### config.mk
export PLATFORM = sky130hd
export DESIGN_NAME = calendar_date_day_number_engine
export DESIGN_NICKNAME = d
export VERILOG_FILES = /design/src/cdn_pkg.sv /design/src/cdn_pipe_ctrl.sv /design/src/calendar_date_day_number_engine.sv
export SDC_FILE = /design/constraint.sdc
export NUM_CORES = 2
export LEC_CHECK = 0
export ABC_AREA = 1
export BUFFER_PORTS_ARGS = -buffer_cell sky130_fd_sc_hd__buf_4
export CORE_MARGIN = 1
export CORE_UTILIZATION = 25
export DETAILED_ROUTE_END_ITERATION = 8
export HOLD_SLACK_MARGIN = 0.12
export SLEW_MARGIN = 20
export SYNTH_ARGS = -nofsm -noshare
export SYNTH_HDL_FRONTEND = slang
export SYNTH_SLANG_ARGS = --single-unit
### constraint.sdc
create_clock -name aclk -period 8.95 [get_ports aclk]
set_input_delay 1.79 -clock aclk [delete_from_list [all_inputs] [get_ports aclk]]
set_output_delay 1.79 -clock aclk [all_outputs]
set_load 0.05 [all_outputs]
### src/cdn_pkg.sv
`default_nettype none

package cdn_pkg;

    localparam int NUM_STAGES = 16;

    typedef enum logic [2:0] {
        ST_OK        = 3'd0,
        ST_BAD_MONTH = 3'd1,
        ST_DAY_LOW   = 3'd2,
        ST_DAY_HIGH  = 3'd3,
        ST_YEAR_LOW  = 3'd4,
        ST_RANGE     = 3'd5
    } status_t;

    typedef struct packed {
        logic [NUM_STAGES-1:0] ld;
        logic                  in_ready;
        logic                  out_valid;
    } pipe_ctl_t;

    localparam logic [13:0] MIN_YEAR        = 14'd1583;
    localparam logic [22:0] REFORM_DAY      = 23'd2299161;
    localparam logic [22:0] LAST_DAY_NUMBER = 23'd5373484;
    localparam logic [10:0] DAYS_PER_4Y     = 11'd1461;
    localparam logic [12:0] YEAR_OFS        = 13'd4716;
    localparam logic [12:0] YEAR_OFS_JF     = 13'd4715;
    localparam logic [10:0] JDN_BIAS        = 11'd1522;
    localparam logic [12:0] DIV100_MUL      = 13'd5243;
    localparam logic [6:0]  HUNDRED         = 7'd100;
    localparam logic [22:0] ALPHA_BIAS      = 23'd7468865;
    localparam logic [17:0] ALPHA_DIV       = 18'd146097;
    localparam logic [6:0]  ALPHA_MUL       = 7'd114;
    localparam logic [20:0] WD_MUL          = 21'd1198372;
    localparam logic [2:0]  WD_DIV          = 3'd7;
    localparam logic [10:0] BB_BIAS         = 11'd1524;
    localparam logic [14:0] NUMC_BIAS       = 15'd28038;
    localparam logic [14:0] CC_MUL          = 15'd18373;
    localparam logic [12:0] CC_DIV          = 13'd7305;
    localparam logic [8:0]  WEEK_MUL        = 9'd293;

    // floor(30.6001 * e)
    function automatic logic [8:0] month_term(input logic [4:0] e);
        logic [8:0] r;
        unique case (e)
            5'd1:    r = 9'd30;
            5'd2:    r = 9'd61;
            5'd3:    r = 9'd91;
            5'd4:    r = 9'd122;
            5'd5:    r = 9'd153;
            5'd6:    r = 9'd183;
            5'd7:    r = 9'd214;
            5'd8:    r = 9'd244;
            5'd9:    r = 9'd275;
            5'd10:   r = 9'd306;
            5'd11:   r = 9'd336;
            5'd12:   r = 9'd367;
            5'd13:   r = 9'd397;
            5'd14:   r = 9'd428;
            5'd15:   r = 9'd459;
            5'd16:   r = 9'd489;
            default: r = 9'd0;
        endcase
        return r;
    endfunction

    // floor(275 * m / 9)
    function automatic logic [8:0] year_day_base(input logic [3:0] m);
        logic [8:0] r;
        unique case (m)
            4'd1:    r = 9'd30;
            4'd2:    r = 9'd61;
            4'd3:    r = 9'd91;
            4'd4:    r = 9'd122;
            4'd5:    r = 9'd152;
            4'd6:    r = 9'd183;
            4'd7:    r = 9'd213;
            4'd8:    r = 9'd244;
            4'd9:    r = 9'd275;
            4'd10:   r = 9'd305;
            4'd11:   r = 9'd336;
            4'd12:   r = 9'd366;
            4'd13:   r = 9'd397;
            4'd14:   r = 9'd427;
            4'd15:   r = 9'd458;
            default: r = 9'd0;
        endcase
        return r;
    endfunction

    // floor((m + 9) / 12)
    function automatic logic [1:0] year_fix(input logic [3:0] m);
        logic [1:0] r;
        if (m < 4'd3) begin
            r = 2'd0;
        end else if (m == 4'd15) begin
            r = 2'd2;
        end else begin
            r = 2'd1;
        end
        return r;
    endfunction

endpackage

`default_nettype wire

### src/cdn_pipe_ctrl.sv
`default_nettype none

module cdn_pipe_ctrl
    import cdn_pkg::*;
(
    input  wire logic  aclk,
    input  wire logic  aresetn,
    input  wire logic  in_valid,
    input  wire logic  out_ready,
    output pipe_ctl_t  ctl
);

    localparam int LAST = NUM_STAGES - 1;

    logic [NUM_STAGES-1:0] v_reg;
    logic [NUM_STAGES-1:0] v_next;
    logic [NUM_STAGES-1:0] free;

    // a stage loads when it is empty or its word moves on; bubbles collapse
    always_comb begin
        free[LAST] = !v_reg[LAST] || out_ready;
        for (int i = LAST - 1; i >= 0; i--) begin
            free[i] = !v_reg[i] || free[i+1];
        end
        v_next[0] = free[0] ? in_valid : v_reg[0];
        for (int i = 1; i < NUM_STAGES; i++) begin
            v_next[i] = free[i] ? v_reg[i-1] : v_reg[i];
        end
    end

    always_ff @(posedge aclk) begin
        if (!aresetn) begin
            v_reg <= '0;
        end else begin
            v_reg <= v_next;
        end
    end

    assign ctl.ld        = free;
    assign ctl.in_ready  = free[0];
    assign ctl.out_valid = v_reg[LAST];

    a_full_when_blocked: assert property (@(posedge aclk) disable iff (!aresetn)
        !ctl.in_ready |-> (&v_reg))
        else $error("input blocked while a stage is empty");

    a_word_count: assert property (@(posedge aclk) disable iff (!aresetn)
        $past(aresetn) |->
            $countones(v_reg) == $past($countones(v_reg))
                + int'($past(in_valid && free[0]))
                - int'($past(v_reg[LAST] && out_ready)))
        else $error("word lost or duplicated in pipeline");

    a_reset_empty: assert property (@(posedge aclk)
        !aresetn |=> (v_reg == '0))
        else $error("pipeline not empty after reset");

endmodule

`default_nettype wire

### src/calendar_date_day_number_engine.sv
// Calendar date day-number engine.
// Input channel (s_valid/s_ready): one word holds a Gregorian date
// (s_in_day, s_in_month, s_in_year) and a signed day offset.
// Output channel (m_valid/m_ready): one result word per input word, in
// order: status, shifted Julian day number, calendar date of that day
// (Julian calendar before 15 Oct 1582), weekday, day and week of year,
// leap flag. With a nonzero status all other result fields are zero.
// Throughput is one word per cycle while s_ready is high. The depth comes
// from the chain of constant divisions, each a reciprocal multiply; those
// for alpha, weekday and cc add a back-multiply and one correction step.
// Reset (aresetn low, synchronous) empties the pipeline; nothing else is
// held across words.
// When m_ready is low the last stage holds its word and earlier stages keep
// filling empty slots; s_ready drops only when all 16 stages are full.

`default_nettype none

module calendar_date_day_number_engine
    import cdn_pkg::*;
(
    input  wire logic               aclk,
    input  wire logic               aresetn,
    input  wire logic               s_valid,
    output logic                    s_ready,
    input  wire logic        [4:0]  s_in_day,
    input  wire logic        [3:0]  s_in_month,
    input  wire logic        [13:0] s_in_year,
    input  wire logic signed [20:0] s_offset_days,
    output logic                    m_valid,
    input  wire logic               m_ready,
    output logic             [2:0]  m_status,
    output logic             [22:0] m_day_number,
    output logic             [4:0]  m_out_day,
    output logic             [3:0]  m_out_month,
    output logic signed      [14:0] m_out_year,
    output logic             [2:0]  m_weekday,
    output logic             [8:0]  m_year_day,
    output logic             [5:0]  m_year_week,
    output logic                    m_leap
);

    typedef struct packed {
        status_t     status;
        logic [22:0] n;
        logic        jul;
        logic [2:0]  wd;
    } carry_t;

    pipe_ctl_t ctl;

    cdn_pipe_ctrl u_ctrl (
        .aclk      (aclk),
        .aresetn   (aresetn),
        .in_valid  (s_valid),
        .out_ready (m_ready),
        .ctl       (ctl)
    );

    assign s_ready = ctl.in_ready;
    assign m_valid = ctl.out_valid;

    carry_t c_reg  [NUM_STAGES];
    carry_t c_next [NUM_STAGES];

    // stage 1: split date, forward products
    logic        [4:0]  d1_reg;
    logic        [3:0]  m1_reg;
    logic        [13:0] y1_reg;
    logic signed [20:0] off1_reg;
    logic               mbad1_reg, dzero1_reg;
    logic        [22:0] t1_reg, t1_next;
    logic        [8:0]  mt1_reg, mt1_next;
    logic        [7:0]  a1_reg, a1_next;
    logic        [7:0]  qy1_reg, qy1_next;
    logic        [13:0] yy1;
    logic        [3:0]  mm1;
    logic        [24:0] t1_prod;
    logic        [26:0] a1_prod, qy1_prod;

    assign yy1      = (s_in_month <= 4'd2) ? s_in_year - 14'd1 : s_in_year;
    assign mm1      = (s_in_month <= 4'd2) ? s_in_month + 4'd12 : s_in_month;
    assign t1_prod  = 25'(15'(yy1) + 15'(YEAR_OFS)) * 25'(DAYS_PER_4Y);
    assign t1_next  = t1_prod[24:2];
    assign mt1_next = month_term(5'(mm1) + 5'd1);
    assign a1_prod  = 27'(yy1) * 27'(DIV100_MUL);
    assign a1_next  = a1_prod[26:19];
    assign qy1_prod = 27'(s_in_year) * 27'(DIV100_MUL);
    assign qy1_next = qy1_prod[26:19];

    // stage 2: validation, day number
    logic        [22:0] jdn2_reg, jdn2_next;
    logic signed [20:0] off2_reg;
    logic        [13:0] rem2;
    logic               leap2;
    logic        [4:0]  mlen2;
    logic        [23:0] jdn2_sum;
    status_t            st2;

    assign rem2  = y1_reg - 14'(15'(qy1_reg) * 15'(HUNDRED));
    assign leap2 = (y1_reg[1:0] == 2'd0) && ((rem2 != 14'd0) || (qy1_reg[1:0] == 2'd0));

    always_comb begin
        unique case (m1_reg) inside
            4'd2:                    mlen2 = 5'd28 + 5'(leap2);
            4'd4, 4'd6, 4'd9, 4'd11: mlen2 = 5'd30;
            default:                 mlen2 = 5'd31;
        endcase
        if (mbad1_reg) begin
            st2 = ST_BAD_MONTH;
        end else if (dzero1_reg) begin
            st2 = ST_DAY_LOW;
        end else if (d1_reg > mlen2) begin
            st2 = ST_DAY_HIGH;
        end else if (y1_reg < MIN_YEAR) begin
            st2 = ST_YEAR_LOW;
        end else begin
            st2 = ST_OK;
        end
    end

    assign jdn2_sum  = {1'b0, t1_reg} + 24'(mt1_reg) + 24'(d1_reg) + 24'(a1_reg[7:2])
                     - 24'(a1_reg) - 24'(JDN_BIAS);
    assign jdn2_next = jdn2_sum[22:0];

    // stage 3: add offset, range check
    logic signed [24:0] n3_sum;
    logic               oor3;

    assign n3_sum = $signed({2'b00, jdn2_reg}) + 25'(off2_reg);
    assign oor3   = n3_sum[24] || (n3_sum[23:0] > 24'(LAST_DAY_NUMBER));

    // stage 4: alpha and weekday reciprocal products
    logic [23:0] num4_reg;
    logic [6:0]  alpha4_reg;
    logic [22:0] x7_4_reg, x7_4_next;
    logic [20:0] q7_4_reg;
    logic [24:0] num4_full;
    logic [30:0] p_alpha4;
    logic [43:0] p_wd4;

    assign num4_full = {c_reg[2].n, 2'b00} - 25'(ALPHA_BIAS);
    assign p_alpha4  = 31'(num4_full[23:0]) * 31'(ALPHA_MUL);
    assign x7_4_next = c_reg[2].n + 23'd1;
    assign p_wd4     = 44'(x7_4_next) * 44'(WD_MUL);

    // stage 5: remainders
    logic [6:0]  alpha5_reg;
    logic [18:0] ra5_reg;
    logic [3:0]  r7_5_reg;
    logic [23:0] ra5_full;
    logic [23:0] r7_5_full;

    assign ra5_full  = num4_reg - 24'(25'(alpha4_reg) * 25'(ALPHA_DIV));
    assign r7_5_full = 24'(x7_4_reg) - 24'(q7_4_reg) * 24'(WD_DIV);

    // stage 6: corrected alpha, aa
    logic [22:0] aa6_reg, aa6_next;
    logic [6:0]  alpha6;
    logic [2:0]  wd6;

    assign alpha6   = alpha5_reg + 7'(ra5_reg >= 19'(ALPHA_DIV));
    assign aa6_next = c_reg[4].jul ? c_reg[4].n
                    : c_reg[4].n + 23'd1 + 23'(alpha6) - 23'(alpha6[6:2]);
    assign wd6      = (r7_5_reg >= 4'(WD_DIV)) ? 3'(r7_5_reg - 4'(WD_DIV)) : r7_5_reg[2:0];

    // stage 7..10: cc = (20 * bb - 2442) / 7305
    logic [22:0] bb7_reg, bb8_reg, bb9_reg, bb10_reg;
    logic [26:0] numc7_reg, numc8_reg;
    logic [14:0] cc8_reg, cc9_reg, cc10_reg, cc11_reg, cc12_reg;
    logic [13:0] rc9_reg;
    logic [26:0] numc7_next;
    logic [41:0] p_cc8;
    logic [26:0] rc9_full;

    assign numc7_next = 27'({aa6_reg, 4'b0000}) + 27'({aa6_reg, 2'b00}) + 27'(NUMC_BIAS);
    assign p_cc8      = 42'(numc7_reg) * 42'(CC_MUL);
    assign rc9_full   = numc8_reg - 27'(cc8_reg) * 27'(CC_DIV);

    // stage 11: days left in the year cycle
    logic [9:0]  x11_reg, x12_reg;
    logic [25:0] dd11_prod;
    logic [23:0] x11_full;

    assign dd11_prod = 26'(cc10_reg) * 26'(DAYS_PER_4Y);
    assign x11_full  = 24'(bb10_reg) - dd11_prod[25:2];

    // stage 12: month index by threshold compare
    logic [4:0] ee12_reg, ee12_next;

    always_comb begin
        ee12_next = 5'd0;
        for (int e = 1; e <= 16; e++) begin
            ee12_next = ee12_next + 5'(x11_reg > 10'(month_term(5'(e))));
        end
    end

    // stage 13: day, month, year
    logic        [4:0]  rd13_reg, rd14_reg, rd15_reg;
    logic        [3:0]  rm13_reg, rm14_reg, rm15_reg, rm13_next;
    logic signed [14:0] ry13_reg, ry14_reg, ry15_reg;
    logic        [9:0]  rd13_full;
    logic signed [15:0] ry13_wide;

    assign rd13_full = x12_reg - 10'(month_term(ee12_reg));
    assign rm13_next = (ee12_reg < 5'd14) ? 4'(ee12_reg - 5'd1) : 4'(ee12_reg - 5'd13);
    assign ry13_wide = $signed({1'b0, cc12_reg})
                     - $signed({3'b000, (rm13_next > 4'd2) ? YEAR_OFS : YEAR_OFS_JF});

    // stage 14: century quotient, day of year base
    logic [7:0]  q100_14_reg;
    logic [9:0]  ydb14_reg, ydb14_next;
    logic [1:0]  fix14_reg;
    logic [26:0] p100_14;

    assign p100_14    = 27'(ry13_reg[13:0]) * 27'(DIV100_MUL);
    assign ydb14_next = 10'(year_day_base(rm13_reg)) + 10'(rd13_reg) - 10'd30
                      - 10'({year_fix(rm13_reg), 1'b0});

    // stage 15: leap flag, day of year
    logic [8:0]  yd15_reg;
    logic        leap15_reg;
    logic [13:0] r100_15;
    logic        leap15_next;

    assign r100_15     = ry14_reg[13:0] - 14'(15'(q100_14_reg) * 15'(HUNDRED));
    assign leap15_next = c_reg[13].jul ? (ry14_reg[1:0] == 2'd0)
                       : (ry14_reg[1:0] == 2'd0)
                         && ((r100_15 != 14'd0) || (q100_14_reg[1:0] == 2'd0));

    // stage 16: week, output register
    logic        [2:0]  o_status_reg;
    logic        [22:0] o_day_number_reg;
    logic        [4:0]  o_day_reg;
    logic        [3:0]  o_month_reg;
    logic signed [14:0] o_year_reg;
    logic        [2:0]  o_weekday_reg;
    logic        [8:0]  o_year_day_reg;
    logic        [5:0]  o_year_week_reg;
    logic               o_leap_reg;
    logic        [17:0] p_week16;
    logic        [5:0]  yw16;
    logic               ok16;

    assign p_week16 = 18'(yd15_reg) * 18'(WEEK_MUL);
    assign yw16     = 6'(p_week16[17:11]) + 6'd1;
    assign ok16     = (c_reg[14].status == ST_OK);

    always_comb begin
        c_next[0].status = ST_OK;
        c_next[0].n      = '0;
        c_next[0].jul    = 1'b0;
        c_next[0].wd     = '0;
        for (int i = 1; i < NUM_STAGES; i++) begin
            c_next[i] = c_reg[i-1];
        end
        c_next[1].status = st2;
        c_next[2].n      = n3_sum[22:0];
        if ((c_reg[1].status == ST_OK) && oor3) begin
            c_next[2].status = ST_RANGE;
        end
        c_next[3].jul = (c_reg[2].n < REFORM_DAY);
        c_next[5].wd  = wd6;
    end

    always_ff @(posedge aclk) begin
        for (int i = 0; i < NUM_STAGES; i++) begin
            if (ctl.ld[i]) begin
                c_reg[i] <= c_next[i];
            end
        end
        if (ctl.ld[0]) begin
            d1_reg     <= s_in_day;
            m1_reg     <= s_in_month;
            y1_reg     <= s_in_year;
            off1_reg   <= s_offset_days;
            mbad1_reg  <= (s_in_month < 4'd1) || (s_in_month > 4'd12);
            dzero1_reg <= (s_in_day == 5'd0);
            t1_reg     <= t1_next;
            mt1_reg    <= mt1_next;
            a1_reg     <= a1_next;
            qy1_reg    <= qy1_next;
        end
        if (ctl.ld[1]) begin
            jdn2_reg <= jdn2_next;
            off2_reg <= off1_reg;
        end
        if (ctl.ld[3]) begin
            num4_reg   <= num4_full[23:0];
            alpha4_reg <= p_alpha4[30:24];
            x7_4_reg   <= x7_4_next;
            q7_4_reg   <= p_wd4[43:23];
        end
        if (ctl.ld[4]) begin
            alpha5_reg <= alpha4_reg;
            ra5_reg    <= ra5_full[18:0];
            r7_5_reg   <= r7_5_full[3:0];
        end
        if (ctl.ld[5]) begin
            aa6_reg <= aa6_next;
        end
        if (ctl.ld[6]) begin
            bb7_reg   <= aa6_reg + 23'(BB_BIAS);
            numc7_reg <= numc7_next;
        end
        if (ctl.ld[7]) begin
            bb8_reg   <= bb7_reg;
            numc8_reg <= numc7_reg;
            cc8_reg   <= p_cc8[41:27];
        end
        if (ctl.ld[8]) begin
            bb9_reg <= bb8_reg;
            cc9_reg <= cc8_reg;
            rc9_reg <= rc9_full[13:0];
        end
        if (ctl.ld[9]) begin
            bb10_reg <= bb9_reg;
            cc10_reg <= cc9_reg + 15'(rc9_reg >= 14'(CC_DIV));
        end
        if (ctl.ld[10]) begin
            cc11_reg <= cc10_reg;
            x11_reg  <= x11_full[9:0];
        end
        if (ctl.ld[11]) begin
            cc12_reg <= cc11_reg;
            x12_reg  <= x11_reg;
            ee12_reg <= ee12_next;
        end
        if (ctl.ld[12]) begin
            rd13_reg <= rd13_full[4:0];
            rm13_reg <= rm13_next;
            ry13_reg <= ry13_wide[14:0];
        end
        if (ctl.ld[13]) begin
            rd14_reg    <= rd13_reg;
            rm14_reg    <= rm13_reg;
            ry14_reg    <= ry13_reg;
            q100_14_reg <= p100_14[26:19];
            ydb14_reg   <= ydb14_next;
            fix14_reg   <= year_fix(rm13_reg);
        end
        if (ctl.ld[14]) begin
            rd15_reg   <= rd14_reg;
            rm15_reg   <= rm14_reg;
            ry15_reg   <= ry14_reg;
            leap15_reg <= leap15_next;
            yd15_reg   <= 9'(ydb14_reg + (leap15_next ? 10'(fix14_reg) : 10'd0));
        end
        if (ctl.ld[15]) begin
            o_status_reg     <= c_reg[14].status;
            o_day_number_reg <= ok16 ? c_reg[14].n : '0;
            o_day_reg        <= ok16 ? rd15_reg : '0;
            o_month_reg      <= ok16 ? rm15_reg : '0;
            o_year_reg       <= ok16 ? ry15_reg : '0;
            o_weekday_reg    <= ok16 ? c_reg[14].wd : '0;
            o_year_day_reg   <= ok16 ? yd15_reg : '0;
            o_year_week_reg  <= ok16 ? yw16 : '0;
            o_leap_reg       <= ok16 && leap15_reg;
        end
    end

    assign m_status     = o_status_reg;
    assign m_day_number = o_day_number_reg;
    assign m_out_day    = o_day_reg;
    assign m_out_month  = o_month_reg;
    assign m_out_year   = o_year_reg;
    assign m_weekday    = o_weekday_reg;
    assign m_year_day   = o_year_day_reg;
    assign m_year_week  = o_year_week_reg;
    assign m_leap       = o_leap_reg;

endmodule

`default_nettype wire
# After elaboration in Yosys (flattened, before gate mapping)
# Memories as Yosys holds them, arrays and structs flattened. A register that Yosys moved wholly into a read port is not among the register bits.
# Index checks and enable logic that the tools add are counted.
# word_totals
ff_bits	609
latch_bits	0
ram_bits	480
rom_bits	720
in_bits	48
out_inout_bits	71
wordCells	278
n_memories	4
# op_classes
addsub	52
mul	14
div_mod_pow	0
magnitude_cmp	29
n_eq_ne	6
n_shift	0
n_mux	50
n_bitwise	0
reduce_logical	50
# memory_table
name	depth	word_bits	read_ports	rd_ports_with_merged_regs	write_ports	line	rtl
c_reg	16	30	15	0	16	calendar_date_day_number_engine.sv:62	carry_t c_reg [NUM_STAGES];
(no name shown)	32	9	1	1	0	cdn_pkg.sv:45	unique case (e)
(no name shown)	32	9	1	1	0	cdn_pkg.sv:45	
(no name shown)	16	9	1	1	0	cdn_pkg.sv:70	unique case (m)
# ops
op	n
14-bit by 13-bit multiplier with 27-bit output, second input constant	3
10-bit by 9-bit > comparator with 1-bit output, second input constant	8
5-bit by 1-bit adder with 5-bit output	11
23-bit by 1-bit adder with 23-bit output, second input constant	2
23-bit by 19-bit multiplier with 42-bit output, second input constant	1
27-bit by 15-bit multiplier with 42-bit output, second input constant	1
14-bit subtractor	3
10-bit by 8-bit > comparator with 1-bit output, second input constant	4
1-bit 2-to-1 mux	33
24-bit by 6-bit multiplier with 30-bit output, second input constant	1
14-bit nonzero test	2
27-bit by 15-bit adder with 27-bit output, second input constant	1
27-bit by 25-bit adder with 27-bit output	1
24-bit by 21-bit adder with 25-bit output	1
15-bit by 11-bit multiplier with 25-bit output, second input constant	1
24-bit by 23-bit > comparator with 1-bit output, second input constant	1
8-bit by 5-bit multiplier with 12-bit output, second input constant	2
24-bit by 23-bit subtractor with 24-bit output, second input constant	1
23-bit by 5-bit adder with 23-bit output	1
23-bit by 6-bit adder with 23-bit output	1
23-bit by 7-bit adder with 23-bit output	1
23-bit by 9-bit adder with 23-bit output	1
23-bit by 22-bit < comparator with 1-bit output, second input constant	1
23-bit 2-to-1 mux	1
63 further kinds	118

# Logic depth before layout (Yosys ltp)
# depth
ltp_word	19
ltp_mapped	43
ltp_nobuf	42

# Cells and area by module
# A second synthesis with hierarchy kept.
# unflattened
hier_cells	6972
hier_area_um2	75834.0
# modules_own_cells
mod	instances	cells_per_inst	area_each_um2	seq_area_each_um2
calendar_date_day_number_engine	1	6899	75143.3	29107.9
cdn_pipe_ctrl	1	73	690.7	320.3

# Worst setup path after synthesis
# Ideal clock, no wire load.
# synth_path
kind	input to output
from	input port m_ready
to	output port s_ready
t_arrival_ps	7580
required_time_ps	7160
path_slack_ps	-420
cell_stages	12
n_path_buf	0
cell_sequence	nor2_4 > nand4_2 > nor2_4 > nand4_4 > nor2_4 > nand2_2 > nor2_4 > nand2_2 > nor2_4 > nand2_2 > nor2_4 > nand2_1
# synth_rtl
item	line	rtl
start, declared	calendar_date_day_number_engine.sv:30	input wire logic m_ready,
end, declared	calendar_date_day_number_engine.sv:24	output logic s_ready,

# Worst setup path after layout
# layout_path
from	input port s_in_month[3]
to	register t1_reg[17], data pin
# layout_between
elab_chain_len	4
# layout_lines
item	line	rtl
start, declared	calendar_date_day_number_engine.sv:26	input wire logic [3:0] s_in_month,
4-bit by 2-bit less-or-equal comparator with 1-bit output	calendar_date_day_number_engine.sv:80	assign yy1 = (s_in_month <= 4'd2) ? s_in_year - 14'd1 : s_in_year;
14-bit 2-to-1 mux	calendar_date_day_number_engine.sv:80	
14-bit by 13-bit adder with 15-bit output	calendar_date_day_number_engine.sv:82	assign t1_prod = 25'(15'(yy1) + 15'(YEAR_OFS)) * 25'(DAYS_PER_4Y);
15-bit by 11-bit multiplier with 25-bit output	calendar_date_day_number_engine.sv:82	
via t1_prod[19]	calendar_date_day_number_engine.sv:77	logic [24:0] t1_prod;
end signal, assigned	calendar_date_day_number_engine.sv:278	t1_reg <= t1_next;
end, declared	calendar_date_day_number_engine.sv:71	logic [22:0] t1_reg, t1_next;
# The timed path passes the listed nets, and every way through them passes these cells.
# A chain may end at the register's enable or synchronous reset.

==> flow_metrics.env <==
export IMPL_core_area_sq_mm=0.3008
export IMPL_grt_pass1_wl_um=245400
export IMPL_ys_ff_latch=990
export IMPL_syn_nets=8798
export IMPL_slew_headroom_pct=29.67
export IMPL_synthAdderAreaFrac_pct=34.66
export IMPL_hpwlAfterDp_um=123100
export IMPL_layout_nets=9030
export IMPL_critPathArrivalTime_ps=8450
export IMPL_finalCritPeriodShare_pct=89.68
export IMPL_initial_core_util_pct=25.23
export IMPL_finClkSkew_ps=51.77
export IMPL_ys_types=64
export IMPL_postLayoutCoreUtil_pct=28.35
export IMPL_cpMostUsedCell="nand2_1"
export IMPL_worstSetupEndpointType="register"
export IMPL_fin_tns_setup_ps=0
export IMPL_yosys_warnings=0
export IMPL_outcome="finished, final reports clean"
export IMPL_cts_tree="yes"
export IMPL_cts_setup_buffers=0
export IMPL_num_vias=46440
export IMPL_largest_register_ff_count=382
export IMPL_wl_per_cell_um=13.23
export IMPL_routed_via_density=4.118
export IMPL_synth_main_ff_cell="edfxtp_1"
export IMPL_hold_path_class="register to register"
export IMPL_crit_fanout=15
export IMPL_postRouteAntennaNets=0
export IMPL_placementRows=201
export IMPL_cts_max_path_buffers=3
export IMPL_drc=0
export IMPL_n_fill_cell=31250
export IMPL_ctsHoldBuffers=0
export IMPL_numPortBuffers=118
export IMPL_timing_fmax_mhz=124.6
export IMPL_period_needed_ps=8027
export IMPL_final_hold_viol_count=0
export IMPL_root_buffer="clkbuf_16"
export IMPL_grt_pass1_vias=47080
export IMPL_worst_hold_slack_ps=379.9
export IMPL_layout_drive_gt1_share_pct=5.015
export IMPL_synth_simple_area_share_pct=8.552
export IMPL_clkSlewWorstSetupHoldPaths_ps=60
export IMPL_synth_top_family_by_area="adder cells"
export IMPL_num_antenna_cells=0
export IMPL_fp_dieW_um=553.0
export IMPL_gp_congestion=0.8847
export IMPL_die_y_um=553.0
export IMPL_drt_iter0_markers=2518
export IMPL_die_area_sq_mm=0.3058
export IMPL_setup_viol=0
export IMPL_clkSinkCount=990
export IMPL_synth_area_mux_share_pct=0.02967
export IMPL_crit_path_start_kind="input port"
export IMPL_syn_mean_instance_area_sq_um=10.84
export IMPL_cts_max_level=3
export IMPL_dr_pass1_iters=6
export IMPL_seq_area_frac_synth_pct=38.77
export IMPL_syn_area_sq_mm=0.07590
export IMPL_worst_slew_pin_slew_ps=1055
export IMPL_numCtsBuffers=97
export IMPL_cts_repair_resized=0
export IMPL_required_ps=9370
export IMPL_syn_to_final_growth_pct=12.35
export IMPL_synth_edf_count=960
export IMPL_ioPinCount=119
export IMPL_cpPeakStageDelay_ps=590
export IMPL_wirelength_um=149200
export IMPL_antenna_found_initial=4
export IMPL_grt_max_degree=75
export IMPL_synth_xor_area_share_pct=4.388
export IMPL_track_usage_pct=9.792
export IMPL_synth_cells=7003
export IMPL_crit_path_top_delay_cell="fa_1"
export IMPL_async_flop_share_pct=0
export IMPL_rsz0062_at_grt="no"
export IMPL_grt_overflow_total=0
export IMPL_drv_cap=0
export IMPL_clkLatencyLatePin_ps=700
export IMPL_slew_violations=0
export IMPL_path_class="input port to register"
export IMPL_synth_compound_area_share_pct=5.727
==> worst paths after layout <==
path	from	to	slack, ps	cells past startpoint
max	s_in_month[3]	t1_reg[17]$_DFFE_PP_	920	33
min	c_reg[0][114]$_DFFE_PP_	c_reg[0][144]$_DFFE_PP_	380	0
max reg2reg	x11_reg[3]$_DFFE_PP_	register	3110	20
min reg2reg	c_reg[0][114]$_DFFE_PP_	c_reg[0][144]$_DFFE_PP_	380	0
==> cell usage in the layout (no fill, tap or decap), drive strengths merged, types with 17 or more instances in the layout <==
| master | Yosys | layout |
|---|---|---|
| xor2 | 261 | 261 |
| o21ai | 227 | 227 |
| a31oi | 31 | 31 |
| nor4 | 19 | 19 |
| inv | 1566 | 1573 |
| edfxtp | 960 | 960 |
| ha | 1154 | 1154 |
| nand2 | 789 | 789 |
| or2 | 19 | 19 |
| clkbuf | 17 | 119 |
| buf | 5 | 155 |
| nand4 | 64 | 64 |
| nor3 | 53 | 53 |
| nor2 | 371 | 371 |
| a21o | 18 | 18 |
| a211oi | 17 | 17 |
| nand3 | 173 | 173 |
| xnor2 | 115 | 115 |
| a21oi | 376 | 376 |
| clkinv | 0 | 41 |
| dfxtp | 30 | 30 |
| fa | 593 | 593 |
| o211ai | 26 | 26 |
==> worst max-delay path, delay by kind of cell <==
family	cells	cell delay [ps]
AOI/OAI and AO/OA	8	1510
xor gates and xnor gates	3	710
adders and majority gates	8	3160
buffers and inverters	8	730
and+or+nand+nor	6	540
==> metal layers <==
| layer | share of wire [%] | track usage [%] |
|---|---|---|
| met1 | 49 | 13.78 |
| met2 | 45 | 16.08 |
| met3 | 3.4 | 1.230 |
| met4 | 1.8 | 1.895 |
| met5 | 0.0047 | 0 |
==> synth_stat cells (11+ instances only) <==
library cell,instances,area [sq um]
or2_2,16,100.1
fa_1,593,11870
xnor2_1,115,1007
xor2_1,259,2268
nand3_1,172,860.8
o21bai_1,16,120.1
inv_2,15,56.30
o21a_1,13,97.59
a31oi_1,31,193.9
dfxtp_1,30,600.6
a211oi_1,16,120.1
a21o_1,18,135.1
nor4_1,19,118.9
nor3_1,52,260.3
o21ai_0,187,935.9
clkbuf_1,17,63.81
nand4_1,62,387.9
nand2_1,783,2939
edfxtp_1,960,28830
o21ai_1,40,200.2
a21oi_1,375,1877
nor2_1,362,1359
o211ai_1,26,195.2
o31ai_1,11,82.58
nand3b_1,14,105.1
inv_1,1551,5822
ha_1,1154,14440
==> kinds of logic after synthesis <==
logic type	after synthesis
DFF	990
xor gates and xnor gates	377
adders and majority gates	1747
and+or+nand+nor	1519
AOI/OAI and AO/OA	780
buffers and inverters	1588
muxes	2
==> area by class of cell <==
class	instances	area (sq um)	area share, %
clock buffers	119	2520	2.955
inverters	1566	5881	6.896
repair buffers	155	1164	1.365
well taps	3958	4952	5.807
multi-input cells	4425	40540	47.54
flip-flops and latches	990	29430	34.51
clock inverters	63	789.5	0.9258
==> per-stage QoR <==
stage | area (sq um) | worst slack, ps | std cells
4_1_cts | 85270 | 956.5 | 11280
3_3_place_gp | 81960 | 282.8 | 11090
5_1_grt | 85270 | 334.6 | 11280
6_report | 85270 | 923.2 | 11280
2_1_floorplan | 75900 | 305.0 | 7003
3_5_place_dp | 81960 | 213.4 | 11090
Power is left out: the tool's default activity adds up to more than one toggle a clock period on the data nets, which glitch-free logic cannot reach.
